### src/jsu_pkg.sv
package jsu_pkg;

  localparam logic [1:0] KIND_DATA  = 2'd0;
  localparam logic [1:0] KIND_CLOSE = 2'd1;
  localparam logic [1:0] KIND_ERR   = 2'd2;

  localparam logic [1:0] ERR_UNTERM = 2'd0;
  localparam logic [1:0] ERR_ESC    = 2'd1;
  localparam logic [1:0] ERR_UNI    = 2'd2;

  localparam logic [7:0] CH_QUOTE = 8'h22;
  localparam logic [7:0] CH_BSL   = 8'h5C;
  localparam logic [7:0] CH_SLASH = 8'h2F;
  localparam logic [7:0] CH_B     = 8'h62;
  localparam logic [7:0] CH_F     = 8'h66;
  localparam logic [7:0] CH_N     = 8'h6E;
  localparam logic [7:0] CH_R     = 8'h72;
  localparam logic [7:0] CH_T     = 8'h74;
  localparam logic [7:0] CH_U     = 8'h75;

  localparam logic [20:0] CP_REPL = 21'h00FFFD;

  localparam int unsigned QDEPTH = 4;
  localparam int unsigned QAW    = $clog2(QDEPTH);
  localparam int unsigned QCW    = $clog2(QDEPTH + 1);

  typedef struct packed {
    logic [1:0] kind;
    logic [7:0] data;
    logic [1:0] err;
  } item_t;

  // one accepted byte: optional code point first, then up to two single items
  typedef struct packed {
    logic        cp_v;
    logic [20:0] cp;
    logic        s0_v;
    item_t       s0;
    logic        s1_v;
    item_t       s1;
  } cmd_t;

endpackage

### src/jsu_front.sv
module jsu_front import jsu_pkg::*; (
  input  logic       clk_i,
  input  logic       rst_ni,
  input  logic [7:0] text_byte_i,
  input  logic       end_of_text_i,
  input  logic       in_valid_i,
  output logic       in_ready_o,
  input  logic       q_full_i,
  output logic       push_o,
  output cmd_t       cmd_o
);

  typedef enum logic [6:0] {
    M_IDLE    = 7'b0000001,
    M_STR     = 7'b0000010,
    M_ESC     = 7'b0000100,
    M_HEX     = 7'b0001000,
    M_HIGH    = 7'b0010000,
    M_HIGH_BS = 7'b0100000,
    M_LOW     = 7'b1000000
  } mode_e;

  typedef struct packed {
    logic       ok;
    logic [3:0] val;
  } hex_t;

  typedef struct packed {
    mode_e mode;
    logic  v;
    item_t item;
  } step_t;

  function automatic item_t mk_item(logic [1:0] kind, logic [7:0] data, logic [1:0] err);
    item_t it;
    it.kind = kind;
    it.data = data;
    it.err  = err;
    return it;
  endfunction

  function automatic cmd_t add_item(cmd_t c, item_t it);
    cmd_t r;
    r = c;
    if (!r.s0_v) begin
      r.s0_v = 1'b1;
      r.s0   = it;
    end else begin
      r.s1_v = 1'b1;
      r.s1   = it;
    end
    return r;
  endfunction

  function automatic hex_t hex_val(logic [7:0] b);
    hex_t h;
    h.ok  = 1'b1;
    h.val = 4'd0;
    if (b >= 8'h30 && b <= 8'h39) begin
      h.val = 4'(b - 8'h30);
    end else if (b >= 8'h61 && b <= 8'h66) begin
      h.val = 4'(b - 8'h57);
    end else if (b >= 8'h41 && b <= 8'h46) begin
      h.val = 4'(b - 8'h37);
    end else begin
      h.ok = 1'b0;
    end
    return h;
  endfunction

  function automatic step_t str_step(logic [7:0] b);
    step_t s;
    s.mode = M_STR;
    s.v    = 1'b1;
    s.item = mk_item(KIND_DATA, b, 2'd0);
    if (b == CH_QUOTE) begin
      s.mode = M_IDLE;
      s.item = mk_item(KIND_CLOSE, 8'd0, 2'd0);
    end else if (b == CH_BSL) begin
      s.mode = M_ESC;
      s.v    = 1'b0;
    end
    return s;
  endfunction

  function automatic step_t esc_step(logic [7:0] b);
    step_t s;
    s.mode = M_STR;
    s.v    = 1'b1;
    s.item = mk_item(KIND_DATA, b, 2'd0);
    case (b) inside
      CH_QUOTE, CH_BSL, CH_SLASH: s.item.data = b;
      CH_B: s.item.data = 8'h08;
      CH_F: s.item.data = 8'h0C;
      CH_N: s.item.data = 8'h0A;
      CH_R: s.item.data = 8'h0D;
      CH_T: s.item.data = 8'h09;
      CH_U: begin
        s.mode = M_HEX;
        s.v    = 1'b0;
      end
      default: begin
        s.mode = M_IDLE;
        s.item = mk_item(KIND_ERR, 8'd0, ERR_ESC);
      end
    endcase
    return s;
  endfunction

  mode_e       mode_q, mode_d;
  logic [1:0]  hc_q, hc_d;
  logic [15:0] acc_q, acc_d;
  logic [15:0] hh_q, hh_d;
  hex_t        hv;
  logic [15:0] acc_n;
  step_t       sr, er;
  cmd_t        cmd;
  logic        accept;

  assign in_ready_o = !q_full_i;
  assign accept     = in_valid_i && !q_full_i;
  assign push_o     = accept && (cmd.cp_v || cmd.s0_v);
  assign cmd_o      = cmd;

  always_comb begin
    mode_d = mode_q;
    hc_d   = hc_q;
    acc_d  = acc_q;
    hh_d   = hh_q;
    cmd    = '0;
    hv     = hex_val(text_byte_i);
    acc_n  = {acc_q[11:0], hv.val};
    sr     = str_step(text_byte_i);
    er     = esc_step(text_byte_i);
    unique case (mode_q)
      M_STR: begin
        mode_d = sr.mode;
        if (sr.v) cmd = add_item(cmd, sr.item);
      end
      M_ESC: begin
        mode_d = er.mode;
        if (er.v) cmd = add_item(cmd, er.item);
        if (er.mode == M_HEX) begin
          hc_d  = 2'd0;
          acc_d = 16'd0;
        end
      end
      M_HEX: begin
        if (!hv.ok) begin
          cmd    = add_item(cmd, mk_item(KIND_ERR, 8'd0, ERR_UNI));
          mode_d = M_IDLE;
        end else begin
          acc_d = acc_n;
          if (hc_q == 2'd3) begin
            hc_d = 2'd0;
            if (acc_n[15:10] == 6'b110110) begin
              hh_d   = acc_n;
              mode_d = M_HIGH;
            end else begin
              mode_d   = M_STR;
              cmd.cp_v = 1'b1;
              cmd.cp   = (acc_n[15:10] == 6'b110111) ? CP_REPL : {5'd0, acc_n};
            end
          end else begin
            hc_d = hc_q + 2'd1;
          end
        end
      end
      M_HIGH: begin
        if (text_byte_i == CH_BSL) begin
          mode_d = M_HIGH_BS;
        end else begin
          cmd.cp_v = 1'b1;
          cmd.cp   = CP_REPL;
          mode_d   = sr.mode;
          if (sr.v) cmd = add_item(cmd, sr.item);
        end
      end
      M_HIGH_BS: begin
        if (text_byte_i == CH_U) begin
          mode_d = M_LOW;
          hc_d   = 2'd0;
          acc_d  = 16'd0;
        end else begin
          cmd.cp_v = 1'b1;
          cmd.cp   = CP_REPL;
          mode_d   = er.mode;
          if (er.v) cmd = add_item(cmd, er.item);
        end
      end
      M_LOW: begin
        if (!hv.ok) begin
          cmd.cp_v = 1'b1;
          cmd.cp   = CP_REPL;
          cmd      = add_item(cmd, mk_item(KIND_ERR, 8'd0, ERR_UNI));
          mode_d   = M_IDLE;
        end else begin
          acc_d = acc_n;
          if ((hc_q == 2'd0 && hv.val != 4'hD) || (hc_q == 2'd1 && hv.val < 4'hC)) begin
            cmd.cp_v = 1'b1;
            cmd.cp   = CP_REPL;
            mode_d   = M_HEX;
            hc_d     = hc_q + 2'd1;
          end else if (hc_q == 2'd3) begin
            cmd.cp_v = 1'b1;
            cmd.cp   = 21'h010000 + {1'b0, hh_q[9:0], acc_n[9:0]};
            mode_d   = M_STR;
            hc_d     = 2'd0;
          end else begin
            hc_d = hc_q + 2'd1;
          end
        end
      end
      default: begin
        mode_d = (text_byte_i == CH_QUOTE) ? M_STR : M_IDLE;
      end
    endcase
    if (end_of_text_i) begin
      unique case (mode_d)
        M_STR, M_ESC: cmd = add_item(cmd, mk_item(KIND_ERR, 8'd0, ERR_UNTERM));
        M_HEX: cmd = add_item(cmd, mk_item(KIND_ERR, 8'd0, ERR_UNI));
        M_HIGH, M_HIGH_BS: begin
          cmd.cp_v = 1'b1;
          cmd.cp   = CP_REPL;
          cmd      = add_item(cmd, mk_item(KIND_ERR, 8'd0, ERR_UNTERM));
        end
        M_LOW: begin
          cmd.cp_v = 1'b1;
          cmd.cp   = CP_REPL;
          cmd      = add_item(cmd, mk_item(KIND_ERR, 8'd0, ERR_UNI));
        end
        default: ;
      endcase
      mode_d = M_IDLE;
      hc_d   = 2'd0;
      acc_d  = 16'd0;
      hh_d   = 16'd0;
    end
  end

  always_ff @(posedge clk_i or negedge rst_ni) begin
    if (!rst_ni) begin
      mode_q <= M_IDLE;
      hc_q   <= 2'd0;
      acc_q  <= 16'd0;
      hh_q   <= 16'd0;
    end else if (accept) begin
      mode_q <= mode_d;
      hc_q   <= hc_d;
      acc_q  <= acc_d;
      hh_q   <= hh_d;
    end
  end

endmodule

### src/jsu_queue.sv
module jsu_queue import jsu_pkg::*; (
  input  logic clk_i,
  input  logic rst_ni,
  input  logic push_i,
  input  cmd_t cmd_i,
  output logic full_o,
  input  logic pop_i,
  output logic head_valid_o,
  output cmd_t head_o
);

  cmd_t             mem_q [QDEPTH];
  logic [QAW-1:0]   wr_q, rd_q;
  logic [QCW-1:0]   cnt_q;
  logic             do_push, do_pop;

  assign full_o       = (cnt_q == QCW'(QDEPTH));
  assign head_valid_o = (cnt_q != '0);
  assign head_o       = mem_q[rd_q];
  assign do_push      = push_i && !full_o;
  assign do_pop       = pop_i && head_valid_o;

  always_ff @(posedge clk_i) begin
    if (do_push) mem_q[wr_q] <= cmd_i;
  end

  always_ff @(posedge clk_i or negedge rst_ni) begin
    if (!rst_ni) begin
      wr_q  <= '0;
      rd_q  <= '0;
      cnt_q <= '0;
    end else begin
      if (do_push) wr_q <= QAW'(wr_q + 1'b1);
      if (do_pop) rd_q <= QAW'(rd_q + 1'b1);
      if (do_push && !do_pop) begin
        cnt_q <= cnt_q + 1'b1;
      end else if (do_pop && !do_push) begin
        cnt_q <= cnt_q - 1'b1;
      end
    end
  end

endmodule

### src/jsu_back.sv
module jsu_back import jsu_pkg::*; (
  input  logic       clk_i,
  input  logic       rst_ni,
  input  logic       head_valid_i,
  input  cmd_t       head_i,
  output logic       pop_o,
  output logic [1:0] kind_o,
  output logic [7:0] data_byte_o,
  output logic [1:0] error_code_o,
  output logic       last_o,
  output logic       out_valid_o,
  input  logic       out_ready_i
);

  function automatic logic [2:0] cp_len(logic [20:0] cp);
    if (cp < 21'h80) return 3'd1;
    else if (cp < 21'h800) return 3'd2;
    else if (cp < 21'h10000) return 3'd3;
    else return 3'd4;
  endfunction

  function automatic logic [7:0] utf8_byte(logic [20:0] cp, logic [2:0] n, logic [2:0] k);
    logic [7:0] b;
    b = 8'h80 | {2'b00, cp[5:0]};
    case (n)
      3'd1: b = cp[7:0];
      3'd2: if (k == 3'd0) b = 8'hC0 | {3'b000, cp[10:6]};
      3'd3: begin
        if (k == 3'd0) b = 8'hE0 | {4'b0000, cp[15:12]};
        else if (k == 3'd1) b = 8'h80 | {2'b00, cp[11:6]};
      end
      default: begin
        if (k == 3'd0) b = 8'hF0 | {5'b00000, cp[20:18]};
        else if (k == 3'd1) b = 8'h80 | {2'b00, cp[17:12]};
        else if (k == 3'd2) b = 8'h80 | {2'b00, cp[11:6]};
      end
    endcase
    return b;
  endfunction

  logic [2:0] idx_q;
  logic [2:0] ncp, total, j;
  logic       load, is_last;
  item_t      cur;
  logic       out_valid_q;
  item_t      out_q;
  logic       last_q;

  always_comb begin
    ncp   = head_i.cp_v ? cp_len(head_i.cp) : 3'd0;
    total = ncp + {2'b00, head_i.s0_v} + {2'b00, head_i.s1_v};
    j     = idx_q - ncp;
    if (idx_q < ncp) begin
      cur.kind = KIND_DATA;
      cur.data = utf8_byte(head_i.cp, ncp, idx_q);
      cur.err  = 2'd0;
    end else if (j == 3'd0) begin
      cur = head_i.s0;
    end else begin
      cur = head_i.s1;
    end
  end

  assign is_last = (idx_q == total - 3'd1);
  assign load    = head_valid_i && (!out_valid_q || out_ready_i);
  assign pop_o   = load && is_last;

  always_ff @(posedge clk_i or negedge rst_ni) begin
    if (!rst_ni) begin
      idx_q       <= 3'd0;
      out_valid_q <= 1'b0;
    end else begin
      if (load) begin
        out_valid_q <= 1'b1;
        idx_q       <= is_last ? 3'd0 : idx_q + 3'd1;
      end else if (out_ready_i) begin
        out_valid_q <= 1'b0;
      end
    end
  end

  always_ff @(posedge clk_i) begin
    if (load) begin
      out_q  <= cur;
      last_q <= is_last;
    end
  end

  assign out_valid_o  = out_valid_q;
  assign kind_o       = out_q.kind;
  assign data_byte_o  = out_q.data;
  assign error_code_o = out_q.err;
  assign last_o       = last_q;

endmodule

### src/json_string_unescape_utf8_top.sv
// channel | handshake              | payload
// --------+------------------------+-----------------------------------------
// in      | in_valid_i, in_ready_o | text_byte_i, end_of_text_i
// out     | out_valid_o, out_ready_i | kind_o, data_byte_o, error_code_o, last_o
//
// one input item per cycle while the 4-entry command queue has room
// each item yields 0 to 5 result items; the back end sends one per cycle
// while out_ready_i is high
// an accepted input item is registered in the command queue, then its results in the output register
// rst_ni clears parser state, queue pointers and output valid; no clearing pass
// a stall on out_ready_i fills the queue, then drops in_ready_o
module json_string_unescape_utf8_top import jsu_pkg::*; (
  input  logic       clk_i,
  input  logic       rst_ni,
  input  logic [7:0] text_byte_i,
  input  logic       end_of_text_i,
  input  logic       in_valid_i,
  output logic       in_ready_o,
  output logic [1:0] kind_o,
  output logic [7:0] data_byte_o,
  output logic [1:0] error_code_o,
  output logic       last_o,
  output logic       out_valid_o,
  input  logic       out_ready_i
);

  logic q_full, push, pop, head_valid;
  cmd_t cmd, head;

  jsu_front u_front (
    .clk_i         (clk_i),
    .rst_ni        (rst_ni),
    .text_byte_i   (text_byte_i),
    .end_of_text_i (end_of_text_i),
    .in_valid_i    (in_valid_i),
    .in_ready_o    (in_ready_o),
    .q_full_i      (q_full),
    .push_o        (push),
    .cmd_o         (cmd)
  );

  jsu_queue u_queue (
    .clk_i        (clk_i),
    .rst_ni       (rst_ni),
    .push_i       (push),
    .cmd_i        (cmd),
    .full_o       (q_full),
    .pop_i        (pop),
    .head_valid_o (head_valid),
    .head_o       (head)
  );

  jsu_back u_back (
    .clk_i        (clk_i),
    .rst_ni       (rst_ni),
    .head_valid_i (head_valid),
    .head_i       (head),
    .pop_o        (pop),
    .kind_o       (kind_o),
    .data_byte_o  (data_byte_o),
    .error_code_o (error_code_o),
    .last_o       (last_o),
    .out_valid_o  (out_valid_o),
    .out_ready_i  (out_ready_i)
  );

endmodule
### config.mk
export PLATFORM = sky130hd
export DESIGN_NAME = json_string_unescape_utf8_top
export DESIGN_NICKNAME = d
export VERILOG_FILES = /design/src/jsu_pkg.sv /design/src/jsu_front.sv /design/src/jsu_queue.sv /design/src/jsu_back.sv /design/src/json_string_unescape_utf8_top.sv
export SDC_FILE = /design/constraint.sdc
export NUM_CORES = 1
export LEC_CHECK = 0
export BUFFER_PORTS_ARGS = -buffer_cell sky130_fd_sc_hd__buf_2
export CAP_MARGIN = 25
export CELL_PAD_IN_SITES_DETAIL_PLACEMENT = 2
export CELL_PAD_IN_SITES_GLOBAL_PLACEMENT = 2
export CORE_MARGIN = 4
export CORE_UTILIZATION = 45
export DETAILED_ROUTE_END_ITERATION = 8
export PLACE_DENSITY_LB_ADDON = 0.05
export SLEW_MARGIN = 20
export SYNTH_ARGS = -nofsm -noshare
export SYNTH_HDL_FRONTEND = slang
export SYNTH_SLANG_ARGS = --single-unit
### constraint.sdc
create_clock -name clk_i -period 6.6 [get_ports clk_i]
set_clock_uncertainty 0.2 [all_clocks]
set_input_delay 1.65 -clock clk_i [delete_from_list [all_inputs] [get_ports clk_i]]
set_output_delay 1.65 -clock clk_i [all_outputs]
set_load 0.01 [all_outputs]
==> results.py, run 1 <==
metrics = {
    "pwr": {
        "p_sw_share_pct": 29.9,
        "powerDensity_nw_per_um2": 323,
        "switchingPower_w": 0.00108,
        "seqPwrFrac_pct": 42.6,
        "clkPwrFrac_pct": 35.4,
        "pwr-share-comb_pct": 22.1,
        "total_power_w": 0.00362,
        "peakVddDrop_mv": 0.185,
        "p_leak_nw": 3.86,
        "internal_power_w": 0.00254,
    },
    "drt": {
        "viasPerCell": 6.24,
        "drtIter0Drc": 454,
        "wire_per_inst_um": 28.3,
        "vias": 6823,
        "totalWireLength_um": 30900,
        "first_pass_iters": 5,
        "ant_nets": 0,
        "drcViolationCount": 0,
    },
    "finish": {
        "layout_commonest_cell": "edfxtp_1",
        "nFillCells": 2076,
        "regArea_um2": 5890,
        "multi_input_area_um2": 3880,
        "diodes": 0,
        "layout_common_cells": "edfxtp_1, nand2_1, nor2_1, o21ai_0, dfrtp_1",
        "layout-drive-gt1-share_pct": 16.7,
        "nets": 837,
        "syn2layout_area_growth_pct": 11.7,
    },
    "synth": {
        "ys_warn_count": 0,
        "seq_area_frac_synth_pct": 58.7,
        "synth-edff-count": 161,
        "synthArstFlopShare_pct": 20.7,
        "syn_avg_cell_area_um2": 13.0,
        "synth_ff_type": "edfxtp_1",
        "synth_cells": 771,
        "synth-seq-cells": 203,
        "yosysUniqueCellTypes": 82,
        "syn_area_um2": 10000,
    },
    "sta": {
        "max_slew.worst_pin.slew_ns": 0.891,
        "fmax_ghz": 0.168,
        "fin_crit_sh_pct": 90.4,
        "maxSlewViolCount": 0,
        "fin_tns_setup_ns": 0,
        "finalSetupViolCount": 0,
        "final_hold_viol_count": 0,
        "grt_setup_unrepaired": "no",
        "slew_headroom_pct": 40.6,
        "period_needed_ns": 5.97,
    },
    "place": {
        "port_buffers": 27,
        "dp_hpwl_um": 21800,
        "gp_congestion": 0.857,
    },
    "floorplan": {
        "fp.dieW_um": 157,
        "die_h_um": 157,
        "initial_utilization_pct": 45.8,
        "die_area_um2": 24700,
        "io_pins": 28,
        "core_area_um2": 21900,
        "row_count": 54,
    },
    "clock_tree": {
        "clk_pin_slew_ns": 0.06,
        "postCtsHoldBufs": 0,
        "cts.sinks": 203,
        "post_cts_buffers": 0,
        "ctsResizeCount": 0,
        "cts_root_buf": "clkbuf_16",
        "htreeDepth": 1,
        "tritoncts": "done",
        "cts_made_buffers": 23,
        "cts_buffer_depth": 3,
        "clk_latency_ns": 0.51,
    },
    "worst_setup_path": {
        "criticalPathCategory": "reg -> reg",
        "cp_max_fo": 25,
        "critPathArrivalTime_ns": 6.16,
        "cp-start-kind": "flip-flop",
        "endpoint_kind": "flip-flop",
        "critPathRequiredTime_ns": 6.80,
    },
    "worst_hold_path": {
        "hp-class": "reg -> reg",
    },
    "status": {
        "status": "complete, no violations",
    },
    "grt": {
        "grt_pass1_vias": 7599,
        "antenna_found_initial": 0,
        "grt.overflow.total": 0,
        "grt_pass1_wl_um": 47800,
        "use_met2_pct": 44.2,
        "grt_use_met1_pct": 34.0,
        "busiest_layer": "met2",
        "grt_max_degree": 43,
        "grt_util_all_layers_pct": 25.4,
        "grtUsageMet3_pct": 2.94,
    },
    "flow_run": {
        "maxCapViolations": 0,
    },
}
through the flow:
stage	worst slack [ns]	hold slack, ns	util (%)	area (µm²)	cells
after floorplan	1.26	0.244	-	10000	774
after global placement	1.17	0.263	47.7	10400	1053
after CTS	0.576	0.307	51.2	11200	1094
after global routing	0.254	0.347	51.2	11200	1094
final	0.634	0.311	51.2	11200	1094
after detailed placement	0.777	0.292	47.7	10500	1053
worst max-delay path: stages (launching register included):
cell,delay (ns)
dfrtp_2,0.69
buf_4,0.53
mux4_2,0.34
nor4b_1,0.48
nand2_1,0.27
a21o_1,0.25
ha_1,0.29
inv_1,0.06
ha_1,0.23
fa_1,0.47
xor2_1,0.22
nor4_1,0.58
inv_1,0.15
ha_1,0.30
inv_1,0.09
fa_1,0.40
mux2_2,0.27
path summary, 6_finish.rpt:
path                                       from  slack, ns                 to  depth (start not counted)
worst max-delay path            u_queue.rd_q[0]       0.63   u_queue.cnt_q[1]                         16
worst min-delay path            u_front.hh_q[1]       0.31    u_front.hh_q[1]                          2
worst max register to register  u_queue.rd_q[0]       0.63   u_queue.cnt_q[1]                         16
worst min register to register  u_front.hh_q[1]       0.31    u_front.hh_q[1]                          2
max in group asynchronous                rst_ni       4.64  u_front.mode_q[2]                          2
min in group asynchronous                rst_ni       1.06    u_back.idx_q[2]                          2
layer usage:
layer	vias up	wire length, µm
met5	-	0
met4	0	890
met3	60	1240
met2	213	15800
met1	3563	13000
li1	2987	-
synthesized netlist by cell type (all sizes together), types with 4 or more instances:
cell	count	area share, %
o211ai	5	0.37
and3	4	0.25
nand4b	5	0.44
and2	12	0.75
nor2b	8	0.57
clkbuf	22	0.84
mux4	37	8.3
mux2	4	0.45
buf	17	0.95
or4	4	0.30
edfxtp	161	48
o21ai	48	2.4
nand2	81	3.1
nor3	17	0.96
o31ai	9	0.67
mux2i	17	1.7
nand3b	4	0.30
nand4	9	0.56
or3	5	0.31
a21o	4	0.30
a31oi	4	0.46
or4b	4	0.44
a22oi	9	0.67
a22o	7	0.61
nand3	21	1.0
o41ai	5	0.62
ha	23	2.9
nand2b	15	0.96
dfrtp	41	10
or2	6	0.37
xor2	9	0.79
nor2	47	1.8
a21oi	31	1.6
inv	26	0.97
xnor2	7	0.61
power by group through the flow:
stage / sequential (W) / clock [W] / combinational [W]
2_1_floorplan: 0.00153 / 0 / 0.000545
3_3_place_gp: 0.00156 / 0 / 0.000728
3_5_place_dp: 0.00157 / 0 / 0.000774
4_1_cts: 0.00154 / 0.00130 / 0.000800
5_1_grt: 0.00155 / 0.00137 / 0.000854
6_report: 0.00154 / 0.00128 / 0.000798
sequential cells by signal, summed over array words and instances, names as in the netlist:
register	flops
u_queue.mem_q	148
u_front.acc_q	12
u_front.hh_q	10
u_back.data_byte_o	8
u_front.mode_q	7
u_back.idx_q	3
u_queue.cnt_q	3
u_back.error_code_o	2
u_back.kind_o	2
u_front.hc_q	2
u_queue.rd_q	2
u_queue.wr_q	2
u_back.last_o	1
u_back.out_valid_o	1
cell families (layout without fill, tap and decap cells):
family	count (synthesis)	after routing	synth area share, %
flip-flops	203	203	58.7
XOR/XNOR	16	16	1.40
other	1	4	0.0374
AO/OA/AOI/OAI	147	147	9.99
adder cells (fa/ha/maj)	26	26	3.47
buffers and inverters	65	105	2.76
AND/OR/NAND/NOR	255	255	13.2
multiplexers	58	58	10.5
cell type report:
cell class,count,area share (%)
Multi-Input combinational cell,506,34.7
Inverter,26,0.871
Tap cell,280,3.13
Sequential cell,203,52.6
Timing Repair Buffer,38,2.05
Clock inverter,13,1.32
Clock buffer,28,5.39
Note: power is estimated with default switching activity, not from simulation.
==> inputs of run 2 (changes only) <==
--- a/config.mk
+++ b/config.mk
@@ -9,10 +9,10 @@
 export CAP_MARGIN = 25
 export CELL_PAD_IN_SITES_DETAIL_PLACEMENT = 2
 export CELL_PAD_IN_SITES_GLOBAL_PLACEMENT = 2
-export CORE_MARGIN = 4
 export CORE_UTILIZATION = 45
 export DETAILED_ROUTE_END_ITERATION = 8
 export PLACE_DENSITY_LB_ADDON = 0.05
+export RECOVER_POWER = 100
 export SLEW_MARGIN = 20
 export SYNTH_ARGS = -nofsm -noshare
 export SYNTH_HDL_FRONTEND = slang
==> results.py, run 2 (synthesis results as in run 1) <==
metrics = {
    "status": {
        "status": "finished, violations left",
        "violations": "capacitance limit, slew limit",
    },
    "grt": {
        "grt_util_all_layers_pct": 29.5,
        "grt_pass1_wl_um": 48500,
        "grt.overflow.total": 0,
        "grt_max_degree": 43,
        "antenna_found_initial": 0,
        "grt_pass1_vias": 7336,
    },
    "drt": {
        "drcViolationCount": 0,
        "ant_nets": 0,
        "first_pass_iters": 4,
        "viasPerCell": 6.21,
        "totalWireLength_um": 32200,
        "drtIter0Drc": 380,
        "wire_per_inst_um": 29.4,
        "vias": 6808,
    },
    "clock_tree": {
        "cts_made_buffers": 22,
        "cts.sinks": 203,
        "postCtsHoldBufs": 0,
        "tritoncts": "done",
        "cts_root_buf": "clkbuf_16",
        "post_cts_buffers": 0,
        "clk_pin_slew_ns": 0.06,
        "ctsResizeCount": 0,
        "clk_latency_ns": 0.51,
        "htreeDepth": 1,
        "cts_buffer_depth": 3,
    },
    "worst_setup_path": {
        "cp_max_fo": 31,
        "slowest_delay_ns": 0.64,
        "rr_startpoint": "u_queue.rd_q[0]",
        "cp-startpoint": "text_byte_i[0]",
        "reg2reg_to": "u_queue.cnt_q[1]",
        "endpoint_kind": "flip-flop",
        "slowest_stage": "a31oi_1",
        "r2r_slack_ns": 0.57,
        "critPathArrivalTime_ns": 6.02,
        "worst-path-buf-inv": 3,
        "worstSetupEndpoint": "u_queue.mem_q[0][37]",
        "critical_path_depth": 12,
        "crit_family": "simple AND/OR/NAND/NOR gates",
        "path_cells": "clkbuf_1 > inv_1 > ha_1 > nor3b_1 > a311o_4 > nand2b_1 > nor2_1 > nor3_1 > nand3_1 > a31oi_1 > and2_0 > clkbuf_4",
        "worstRegToRegCells": 16,
        "criticalPathCategory": "in -> reg",
        "cp-start-kind": "input pin",
        "critPathRequiredTime_ns": 6.53,
    },
    "finish": {
        "layout_commonest_cell": "edfxtp_1",
        "largest_register_ff_count": 148,
        "layout-drive-gt1-share_pct": 14.0,
        "syn2layout_area_growth_pct": 11.2,
        "diodes": 0,
        "layout_common_cells": "edfxtp_1, nand2_1, o21ai_0",
        "nets": 839,
        "top_register": "u_queue.mem_q",
        "regArea_um2": 5890,
        "nFillCells": 2113,
        "multi_input_area_um2": 3830,
        "reg_top3": "u_queue.mem_q x148, u_front.acc_q x12, u_front.hh_q x10",
    },
    "floorplan": {
        "die_area_um2": 22900,
        "core_area_um2": 21800,
        "row_count": 54,
        "io_pins": 28,
        "die_h_um": 151,
        "initial_utilization_pct": 46.0,
        "fp.dieW_um": 151,
    },
    "worst_hold_path": {
        "hp-class": "reg -> reg",
    },
    "pwr": {
        "clkPwrFrac_pct": 36.5,
        "powerDensity_nw_per_um2": 329,
        "p_leak_nw": 3.79,
        "seqPwrFrac_pct": 42.2,
        "p_sw_share_pct": 30.0,
        "switchingPower_w": 0.00110,
        "internal_power_w": 0.00257,
        "peakVddDrop_mv": 0.221,
        "pwr-share-comb_pct": 21.2,
    },
    "sta": {
        "period_needed_ns": 6.09,
        "finalSetupViolCount": 0,
        "fin_crit_sh_pct": 92.2,
        "grt_setup_unrepaired": "no",
        "fin_tns_setup_ns": 0,
        "fmax_ghz": 0.164,
        "slew_headroom_pct": -88.9,
        "maxSlewViolCount": 43,
        "hold_ws_ns": 0.286,
        "final_hold_viol_count": 0,
        "max_slew.worst_pin.slew_ns": 2.83,
    },
    "place": {
        "port_buffers": 27,
        "dp_hpwl_um": 22800,
        "gp_congestion": 0.925,
    },
    "flow_run": {
        "maxCapViolations": 1,
    },
}
-- run 2: worst min path at each step --
stage / end / from / cells after the start / slack [ns]
after floorplan: u_front.hh_q[1] / u_front.hh_q[1] / 2 / 0.24
after global placement: u_back.out_valid_o / u_back.out_valid_o / 2 / 0.27
after detailed placement: u_front.hh_q[3] / u_front.hh_q[3] / 2 / 0.28
after CTS: u_front.hh_q[3] / u_front.hh_q[3] / 2 / 0.29
after global routing: u_front.hh_q[3] / u_front.hh_q[3] / 2 / 0.32
final: u_front.hh_q[3] / u_front.hh_q[3] / 2 / 0.29
-- run 2: power groups by stage --
stage               clock network [W]  logic, W  registers (W)
floorplan                           0  0.000545        0.00153
global placement                    0  0.000731        0.00156
detailed placement                  0  0.000784        0.00157
CTS                           0.00135  0.000803        0.00155
global route                  0.00139  0.000842        0.00156
finish                        0.00134  0.000778        0.00155
-- run 2: stage by stage --
step | power (W) | utilization, % | area, µm² | cells | setup WS [ns]
5_1_grt | 0.00379 | 51.1 | 11200 | 1096 | 0.192
4_1_cts | 0.00371 | 51.6 | 11300 | 1096 | 0.592
3_5_place_dp | 0.00235 | 48.0 | 10500 | 1056 | 0.779
3_3_place_gp | 0.00229 | 48.0 | 10500 | 1055 | 1.21
6_report | 0.00367 | 51.1 | 11200 | 1096 | 0.512
2_1_floorplan | 0.00208 | - | 10000 | 774 | 1.26
-- run 2: metal layers --
metal	routed length (µm)	track usage, %
met1	13400	37.6
met2	17000	53.0
met3	897	2.95
met4	892	8.30
met5	0	0
-- run 2: final cells by class --
type / instances / share of cell area, %
Sequential cell: 203 / 52.8
Multi-Input combinational cell: 506 / 34.3
Clock buffer: 29 / 5.81
Tap cell: 280 / 3.14
Timing Repair Buffer: 41 / 1.85
Clock inverter: 11 / 1.24
Inverter: 26 / 0.875
-- run 2: tightest hold or removal path: cells and delay by family (launching register included) --
| kind | cells | cell delay, ns |
|---|---|---|
| simple gates | 1 | 0.05 |
| compound gates | 1 | 0.05 |
| flops | 1 | 0.35 |
